[config.mk]
export PLATFORM = sky130hd
export DESIGN_NAME = gbma_win
export DESIGN_NICKNAME = d
export VERILOG_FILES = /design/src/hdl/gbma_pkg.sv /design/src/hdl/gbma_win.sv
export SDC_FILE = /design/constraint.sdc
export NUM_CORES = 1
export LEC_CHECK = 0
export BUFFER_PORTS_ARGS = -buffer_cell sky130_fd_sc_hd__buf_2
export CAP_MARGIN = 0
export CORE_MARGIN = 8
export CORE_UTILIZATION = 35
export DETAILED_ROUTE_END_ITERATION = 7
export SLEW_MARGIN = 5
export SYNTH_ARGS = -nofsm -noshare
export SYNTH_HDL_FRONTEND = slang
export SYNTH_SLANG_ARGS = --single-unit
[constraint.sdc]
create_clock -name clk -period 7 [get_ports clk]
set_input_delay 1.05 -clock clk [delete_from_list [all_inputs] [get_ports clk]]
set_output_delay 1.05 -clock clk [all_outputs]
set_load 0.05 [all_outputs]
[src/hdl/gbma_pkg.sv]
// shared widths, constants and types of the gyro bias moving average block
`timescale 1ns / 1ps
`default_nettype none

package gbma_pkg;

  localparam int AXES       = 3;
  localparam int RAW_W      = 16;
  localparam int ENTRY_W    = RAW_W + 1;
  localparam int WIN_MAX    = 16;
  localparam int SUM_W      = ENTRY_W + $clog2(WIN_MAX);
  localparam int GAIN_W     = 16;
  localparam int PROD_W     = SUM_W + GAIN_W;
  localparam int SHIFT      = 8;
  localparam int MAG_W      = PROD_W - SHIFT;
  localparam int OUT_W      = 25;
  localparam int CAL_W      = 11;
  localparam int CAL_SUM_W  = 28;

  localparam int DEF_CAL_SAMPLES = 2000;
  localparam int DEF_WINDOW      = 10;

  localparam logic [GAIN_W-1:0] GAIN_RESET = 16'd4000;

  typedef logic signed [RAW_W-1:0] raw_t;
  typedef logic signed [SUM_W-1:0] wsum_t;
  typedef logic signed [OUT_W-1:0] out_t;

  typedef struct packed {
    raw_t x;
    raw_t y;
    raw_t z;
  } bias_t;

  typedef struct packed {
    wsum_t x;
    wsum_t y;
    wsum_t z;
  } wsum_vec_t;

  typedef struct packed {
    logic calibrating;
    logic running;
  } cal_stat_t;

endpackage

`default_nettype wire

[src/hdl/gbma_win.sv]
// bias correction, sample ring and running window sum per axis
`timescale 1ns / 1ps
`default_nettype none

module gbma_win #(
  parameter int WINDOW = gbma_pkg::DEF_WINDOW
) (
  input  wire logic                clk,
  input  wire logic                rst_n,
  input  wire logic                take,
  input  wire gbma_pkg::raw_t      rate_x_raw,
  input  wire gbma_pkg::raw_t      rate_y_raw,
  input  wire gbma_pkg::raw_t      rate_z_raw,
  input  wire gbma_pkg::bias_t     bias,
  output logic                     win_ready,
  output logic                     sum_valid,
  input  wire logic                sum_ready,
  output gbma_pkg::wsum_vec_t      sum
);

  localparam int NA     = gbma_pkg::AXES;
  localparam int EW     = gbma_pkg::ENTRY_W;
  localparam int SLOT_W = (WINDOW > 1) ? $clog2(WINDOW) : 1;
  localparam logic [SLOT_W-1:0] SLOT_LAST = SLOT_W'(WINDOW - 1);

  logic signed [EW-1:0] ring_r [NA][WINDOW];
  logic [SLOT_W-1:0]    slot_r;
  gbma_pkg::wsum_t      sum_r [NA];
  logic                 valid_r;

  gbma_pkg::raw_t       raw     [NA];
  gbma_pkg::raw_t       bias_a  [NA];
  logic signed [EW-1:0] entry   [NA];
  gbma_pkg::wsum_t      sum_nxt [NA];

  assign raw[0]    = rate_x_raw;
  assign raw[1]    = rate_y_raw;
  assign raw[2]    = rate_z_raw;
  assign bias_a[0] = bias.x;
  assign bias_a[1] = bias.y;
  assign bias_a[2] = bias.z;

  always_comb begin
    for (int a = 0; a < NA; a++) begin
      entry[a]   = EW'(raw[a]) - EW'(bias_a[a]);
      // running sum: add the new entry, drop the one it overwrites
      sum_nxt[a] = sum_r[a] + gbma_pkg::SUM_W'(entry[a])
                            - gbma_pkg::SUM_W'(ring_r[a][slot_r]);
    end
  end

  always_ff @(posedge clk) begin
    if (!rst_n) begin
      slot_r  <= '0;
      valid_r <= 1'b0;
      for (int a = 0; a < NA; a++) begin
        sum_r[a] <= '0;
        for (int k = 0; k < WINDOW; k++) ring_r[a][k] <= '0;
      end
    end else begin
      if (take) begin
        for (int a = 0; a < NA; a++) begin
          ring_r[a][slot_r] <= entry[a];
          sum_r[a]          <= sum_nxt[a];
        end
        slot_r  <= (slot_r == SLOT_LAST) ? '0 : slot_r + SLOT_W'(1);
        valid_r <= 1'b1;
      end else if (sum_ready) begin
        valid_r <= 1'b0;
      end
    end
  end

  assign win_ready = !valid_r || sum_ready;
  assign sum_valid = valid_r;
  assign sum.x     = sum_r[0];
  assign sum.y     = sum_r[1];
  assign sum.z     = sum_r[2];

endmodule

`default_nettype wire

After elaboration in Yosys (flattened, before gate mapping) --
Memory sizes are Yosys's and may differ from the RTL's. Index checks and enable logic that the tools add are counted.
Storage, ports and cells: register bits 5, memory bits (writable) 573, memories 2
Operators by class: add/subtract/negate cells 10, order comparisons 2, equal/unequal tests 1, muxes and demuxes 532, bitwise gates (word level) 514, reductions and logical operators 4
Memory list:
- ring_r | words 3, bits a word 170, rd ports 3, clocked after memory_dff 0, write ports 3, RTL line gbma_win.sv:26 | logic signed [EW-1:0] ring_r [NA][WINDOW];
- sum_r | words 3, bits a word 21, rd ports 3, clocked after memory_dff 0, write ports 3, RTL line gbma_win.sv:28 | gbma_pkg::wsum_t sum_r [NA];
Operators with widths (number):
- 1-bit two-way mux | 516
- 1-bit bitwise OR | 513
- 17-bit binary-select mux with 4-bit select | 3
- 170-bit two-way mux | 1
- 17-bit two-way mux | 7
- 17-bit demux with 4-bit select | 1
- 21-bit by 17-bit adder with 21-bit output | 3
- 21-bit two-way mux | 3
- 21-bit by 17-bit subtractor with 21-bit output | 3
- 16-bit by 16-bit subtractor with 17-bit output | 3
- 5-bit >= comparator, second input constant | 1
- 5-bit by 1-bit less-than comparator with 1-bit output, second input constant | 1
- 4-bit NOT with 5-bit output | 1
- 4-bit by 1-bit adder with 4-bit output, second input constant | 1
- 4-bit == test, second input constant | 1
- 4-bit two-way mux | 1
- 2-bit nonzero test | 1
- 1-bit logical AND | 1
- 1-bit zero test | 1
- 1-bit logical OR | 1

Longest topological paths before layout --
Gate-level depths: netlist of run 1.
depth in word-level cells 7, gate-level depth with buffers 21, gate-level depth less buffers 19

Worst setup path before layout of run 1 --
No wires, ideal clock.
kind input -> register, start point input port bias[17] (netlist bit), end point memory sum_r[0][41] (netlist bit), data pin, arrival time 4.889 ns, setup slack 1.846 ns, stages on the path 19, path buffers 2, cells stage by stage inv_1 -> ha_1 -> nor2b_1 -> o2111ai_1 -> and3_4 -> or4_4 -> and4_1 -> nor3_2 -> buf_4 -> inv_1 -> fa_1 -> ha_1 -> clkbuf_1 -> a21o_1 -> a41oi_1 -> o21ai_0 -> a2111o_1 -> nand3_1 -> or3b_1
RTL lines:
- from (decl) | RTL line gbma_win.sv:14 | input wire gbma_pkg::bias_t bias,
- to (decl) | RTL line gbma_win.sv:28

==> reports/metrics.cfg, run 1 <==
[power_and_ir_drop]
swShare = 0.379
power_density_nw_per_um2 = 358
internal_power_mw = 7.83
pwr-share-comb = 0.408
power_leakage_nw = 13.9
vdd_drop_max_uv = 207
clockPowerShare = 0.244
p_seq_frac = 0.348
p_switching_mw = 4.77

[drt]
dr.pass1.iters = 5
wl_per_cell_um = 22.2
drtAntennaViolNets = 0
drc = 0
drt_iter0_drc = 2066
drt_wl_total_um = 86100
avgViaCountPerCell = 5.34
vias = 20700

[clock_network]
cts_tree = built
clock_path_buffers = 3
htree_levels = 2
clock_latency_ns = 0.62
cts_resized = 0
cts_sinks = 578
cts-root-buf = clkbuf_16
numCtsBuffers = 57
clk_pin_slew_ns = 0.06
cts_hold_buf = 0
postCtsSetupRepairBufs = 0

[global_route]
track_usage = 0.172
grt_first_pass_wirelength_um = 131000
overflow = 0
first_global_vias = 20700
grt_max_degree = 64
antenna_found_initial = 1

[yosys]
syn_avg_cell_area_sq_um = 12.2
netlist_area_sq_um = 31000
async_reset_ff_frac = 0
synth_xor_area_frac = 0.0204
ys.flop_type = edfxtp_1
synth_mux_area_frac = 0.0930
synth_top_family_by_area = simple AND/OR/NAND/NOR gates
synth_compound_area_frac = 0.0815
yosys.area_share.adder = 0.0868
synth_edf_count = 573
syn-instance-count = 2540
synth.distinct_cells = 77
syn-num-nets = 2817
seq_area_frac_synth = 0.559
ys_ff_latch = 578
synth_warnings = 0
yosys.area_share.simple = 0.117

[hold_path]
hold_path_class = flip-flop to flip-flop
min_to = sum_valid$_SDFFE_PN0P_
whs_path_depth = 2
hp-start = sum_valid$_SDFFE_PN0P_

[timing]
relSlewSlack = 0.141
finalSetupTns_ns = 0
final_max_slew_viol_count = 0
setup_viol = 0
hold_violations = 0
fmax_mhz = 184
clock_skew_ns = 0.0200
worstMarginPinSlew_ns = 1.28
finalCritPeriodShare = 0.778
rsz0062_at_grt = no
worst_slack_ns = 1.55
fin_crit_ns = 5.45

[worst_setup_path]
reg2reg_slack_ns = 1.55
cp-start-kind = flip-flop
rr_startpoint = slot_r[1]$_SDFFE_PN0P_
slowest_delay_ns = 1.00
crit_path_top_delay_cell = dfxtp_4
cp_cell_sequence = nor2_1 -> and3_2 -> a221oi_1 -> fa_1 -> ha_1 -> o21a_1 -> o21a_1 -> nor2_1 -> a21oi_1 -> a2111o_1 -> nand3_1 -> or3b_1
crit_arrival_ns = 5.81
rr_worst_depth = 12
crit_required_ns = 7.36
worstSetupEndpointType = flip-flop
criticalPathCategory = flip-flop to flip-flop
cp_max_fo = 59
reg2reg_to = sum_r[0][41]$_SDFFCE_PN0P_

[die]
io_pins = 165
rows = 109
start_util = 0.351
die_h_um = 313
die_area_sq_um = 98200
coreArea_sq_um = 88100
die_x_um = 313

[placed_design]
place_inst = 3777
portBuffers = 164
place_congestion = 0.853
dp_slack_ns = 1.16
place_area_sq_um = 33300
dpl.hpwl_um = 55300

[layout]
antennaDiodeCount = 0
final_area_sq_um = 35200
final_core_util = 0.399
syn2layout_area_growth_pct = 13.6
drive_gt1_frac = 0.177
stdcell_count = 3882
fillers = 8353
nets = 2948

[run]
max-cap-violations = 0

[outcome]
status = completed

registers in the layout, summed over array words and instances (netlist names):
register,cells
slot_r,4
sum_r,63
sum_valid,1
ring_r,510
metal layers:
layer,global-route usage,share of wire,vias up
met5,0,0,-
met4,0.0359,0.016,0
met3,0.0209,0.073,86
met2,0.269,0.45,788
met1,0.255,0.46,10400
li1,-,-,9444
cell usage in the layout (no fill, tap or decap), types with 12 or more instances in the layout:
cell,instances
nor2_1,613
nand3_1,21
nor3_1,48
xnor2_1,33
nor2b_1,23
a22oi_1,13
buf_2,164
nand4_1,13
clkbuf_16,59
mux4_2,102
mux2i_1,57
ha_1,114
a21oi_1,72
and3_1,13
edfxtp_1,573
inv_1,156
a21o_1,41
a211oi_1,16
fa_1,63
xor2_1,39
clkinv_1,12
a221oi_1,40
buf_4,76
o21a_1,27
nand2_1,42
nand2b_1,19
o21ai_0,63
worst max path at each step:
stage                                      start                         end  slack (ns)  depth (start not counted)
after floorplan                         bias[17]  sum_r[0][41]$_SDFFCE_PN0P_        1.85                         19
after global placement             rate_y_raw[0]  sum_r[0][41]$_SDFFCE_PN0P_        1.19                         16
after detailed placement           rate_y_raw[0]  sum_r[0][41]$_SDFFCE_PN0P_        1.16                         16
after CTS                 slot_r[1]$_SDFFE_PN0P_  sum_r[0][41]$_SDFFCE_PN0P_        1.54                         12
after global routing      slot_r[1]$_SDFFE_PN0P_  sum_r[0][41]$_SDFFCE_PN0P_        1.33                         12
final                     slot_r[1]$_SDFFE_PN0P_  sum_r[0][41]$_SDFFCE_PN0P_        1.55                         12
logic make-up after synthesis:
| kind of cell | Yosys count |
|---|---|
| compound gates | 362 |
| xor+xnor | 72 |
| fa+ha+maj | 177 |
| buf+inv | 331 |
| flops | 578 |
| mux | 160 |
| simple gates | 860 |
cell type report:
| type | instances | area (sq um) | area share |
|---|---|---|---|
| inverters | 157 | 589 | 0.0167 |
| well taps | 1165 | 1460 | 0.0414 |
| clock buffers | 71 | 1530 | 0.0435 |
| clock inverters | 34 | 308 | 0.00875 |
| multi-input cells | 1631 | 12500 | 0.354 |
| repair buffers | 246 | 1510 | 0.0430 |
| flip-flops and latches | 578 | 17300 | 0.492 |
cell usage after synthesis, types with 3 or more instances:
library cell / n / area share
nand2_1: 62 / 0.0075
dfxtp_1: 5 / 0.0032
nor2_1: 614 / 0.074
edfxtp_1: 573 / 0.56
a31oi_1: 11 / 0.0022
a221oi_1: 40 / 0.011
nand2b_1: 19 / 0.0038
o21a_1: 27 / 0.0065
xor2_1: 39 / 0.011
o21bai_1: 10 / 0.0024
buf_4: 4 / 0.00097
a21boi_0: 6 / 0.0015
and2_1: 11 / 0.0022
inv_1: 156 / 0.019
mux2i_1: 57 / 0.018
a2111oi_0: 4 / 0.0011
a211oi_1: 16 / 0.0039
o31a_1: 3 / 0.00085
and3_1: 14 / 0.0028
o31ai_1: 4 / 0.00097
xnor2_1: 33 / 0.0093
or3_1: 10 / 0.0020
ha_1: 114 / 0.046
a211o_1: 4 / 0.0011
clkbuf_1: 135 / 0.016
a311oi_1: 3 / 0.00085
buf_2: 29 / 0.0047
fa_1: 63 / 0.041
nand4_1: 13 / 0.0026
o22ai_1: 4 / 0.00081
o2111ai_1: 5 / 0.0014
nor3b_1: 4 / 0.00097
nand3b_1: 3 / 0.00073
a22oi_1: 13 / 0.0032
nor3_1: 48 / 0.0078
mux4_2: 102 / 0.074
o211ai_1: 9 / 0.0022
nand3_1: 23 / 0.0037
nor2b_1: 23 / 0.0046
buf_1: 5 / 0.00061
o21ai_0: 63 / 0.010
a21oi_1: 72 / 0.012
or2_2: 6 / 0.0012
a21o_1: 41 / 0.0099
worst max-delay path, delay by kind of cell (launching register included):
kind	cells	cell delay (ns)
AND/OR/NAND/NOR	5	1.46
flip-flops	1	1.00
adder cells (fa/ha/maj)	2	0.92
AO/OA/AOI/OAI	5	1.78
power by group through the flow:
stage | clock, mW | sequential (mW) | combinational [mW]
floorplan | 0 | 4.87 | 3.34
global placement | 0 | 4.46 | 5.04
detailed placement | 0 | 4.47 | 5.07
CTS | 3.12 | 4.39 | 5.11
global route | 3.24 | 4.43 | 5.67
finish | 3.08 | 4.39 | 5.13
through the flow:
stage | hold slack, ns | total power, mW
floorplan | 0.656 | 8.22
global placement | 0.540 | 9.50
detailed placement | 0.530 | 9.53
CTS | 0.539 | 12.6
global route | 0.587 | 13.3
finish | 0.534 | 12.6
Power figures use the tool's default switching activity.
==> run 2, diff against run 1 <==
==> constraint.sdc (replaced) <==
create_clock -name clk -period 4.9 [get_ports clk]
set_input_delay 0.735 -clock clk [delete_from_list [all_inputs] [get_ports clk]]
set_output_delay 0.735 -clock clk [all_outputs]
set_load 0.05 [all_outputs]
==> reports/metrics.cfg, run 2 (synthesis gave the netlist of run 1 again) <==
[clock_network]
cts-root-buf = clkbuf_16
postCtsSetupRepairBufs = 0
htree_levels = 2
clock_latency_ns = 0.62
numCtsBuffers = 58
clk_pin_slew_ns = 0.06
clock_path_buffers = 3
cts_hold_buf = 0
cts_sinks = 578
cts_tree = built

[worst_setup_path]
slowest_delay_ns = 0.61
crit_path_top_delay_cell = dfxtp_4
crit_required_ns = 5.26
cp_cell_sequence = buf_12 -> mux4_2 -> mux2i_1 -> o21ai_0 -> ha_1 -> inv_1 -> ha_1 -> inv_1 -> fa_1 -> nor2b_1 -> o211ai_1 -> a21bo_2 -> a21oi_1 -> a2111o_1 -> a21oi_1 -> or3b_1
rr_worst_depth = 16
cp-start-kind = flip-flop
crit_arrival_ns = 5.02
cp_max_fo = 15
criticalPathCategory = flip-flop to flip-flop
worstSetupEndpointType = flip-flop

[layout]
antennaDiodeCount = 0
largest_reg_flops = 510
drive_gt1_frac = 0.239
nets = 3157
layout_common_cells = nor2_1 (613), edfxtp_1 (573), buf_4 (268)
syn2layout_area_growth_pct = 19.4
regMostFlops = ring_r
regArea_sq_um = 17300
final_core_util = 0.420
stdcell_count = 4092
fillers = 8236
multi_input_area_sq_um = 12500
top_regs = ring_r x510, sum_r x63, slot_r x4
final_common_cell = nor2_1

[power_and_ir_drop]
power_leakage_nw = 15.0
power_density_nw_per_um2 = 518
vdd_drop_max_uv = 332

[hold_path]
whs_path_depth = 3
hold_path_class = primary input to flip-flop

[timing]
fmax_mhz = 214
relSlewSlack = 0.387
fin_hold_ws_ns = 0.430
hold_violations = 0
finalCritPeriodShare = 0.952
clock_skew_ns = 0.0220
final_max_slew_viol_count = 0
worstMarginPinSlew_ns = 0.920
setup_viol = 0
fin_crit_ns = 4.67
rsz0062_at_grt = no

[run]
max-cap-violations = 0

[die]
start_util = 0.351
die_h_um = 313
die_area_sq_um = 98200
die_x_um = 313
io_pins = 165
rows = 109
coreArea_sq_um = 88100

[global_route]
first_global_vias = 21500
overflow = 0
grt_max_degree = 64
grt_first_pass_wirelength_um = 131000
track_usage = 0.173
antenna_found_initial = 1

[drt]
drt_iter0_drc = 2066
drt_wl_total_um = 87200
drc = 0
wl_per_cell_um = 21.3
dr.pass1.iters = 5
avgViaCountPerCell = 5.20
vias = 21300
drtAntennaViolNets = 0

[placed_design]
dpl.hpwl_um = 57600
portBuffers = 164
place_congestion = 0.852
place_inst = 3985

[outcome]
status = completed

-- run 2: cell count changes in the layout (fill, tap and decap cells not counted), sizes merged --
cell,before,now
clkbuf,71,66
buf,246,454
inv,159,162
clkinv,22,23
clkinvlp,5,8
-- run 2: final timing paths --
path / start / endpoint / slack, ns
max: slot_r[0]$_SDFFE_PN0P_ / sum_r[0][41]$_SDFFCE_PN0P_ / 0.23
min: sum_ready / sum_valid$_SDFFE_PN0P_ / 0.43
max reg2reg: slot_r[0]$_SDFFE_PN0P_ / sum_r[0][41]$_SDFFCE_PN0P_ / 0.23
min reg2reg: sum_valid$_SDFFE_PN0P_ / sum_valid$_SDFFE_PN0P_ / 0.51
-- run 2: layout make-up --
cell class / count / area share
clock buffers: 66 / 0.0407
clock inverters: 41 / 0.00995
inverters: 157 / 0.0159
multi-input cells: 1631 / 0.337
flip-flops and latches: 578 / 0.469
well taps: 1165 / 0.0394
repair buffers: 454 / 0.0886
-- run 2: timing repair --
item	CTS	global route
resized for setup	0	3
hold endpoints to repair	0	0
setup endpoints to repair	0	6
-- run 2: through the flow --
stage	setup slack (ns)	power (mW)	setup TNS, ns	cell area (sq um)
floorplan	0.0606	11.7	0	31000
global placement	-0.151	14.7	-0.764	35100
detailed placement	-0.243	14.8	-1.75	35100
CTS	0.0268	19.2	0	36900
global route	0.0194	20.3	0	37000
finish	0.235	19.2	0	37000
-- run 2: layer usage --
metal,vias to the layer above,global-route usage,wire length [um]
met2,735,0.278,39800
met5,-,0,13
li1,9861,-,-
met1,10600,0.234,37900
met3,105,0.0445,7840
met4,2,0.0399,1740
-- run 2: critical path: cells and delay by family (launching register included) --
kind            cells  cell delay [ns]
simple gates        2             0.52
mux                 2             0.77
compound gates      6             1.27
buf+inv             3             0.33
flops               1             0.61
fa+ha+maj           3             0.91
-- run 2: where the power goes --
group          switching [mW]  internal, mW  total [mW]  leakage, nW
sequential              0.289          5.94        6.23         6.02
combinational            4.81          3.69        8.50         8.06
clock                    1.95          2.48        4.43        0.897
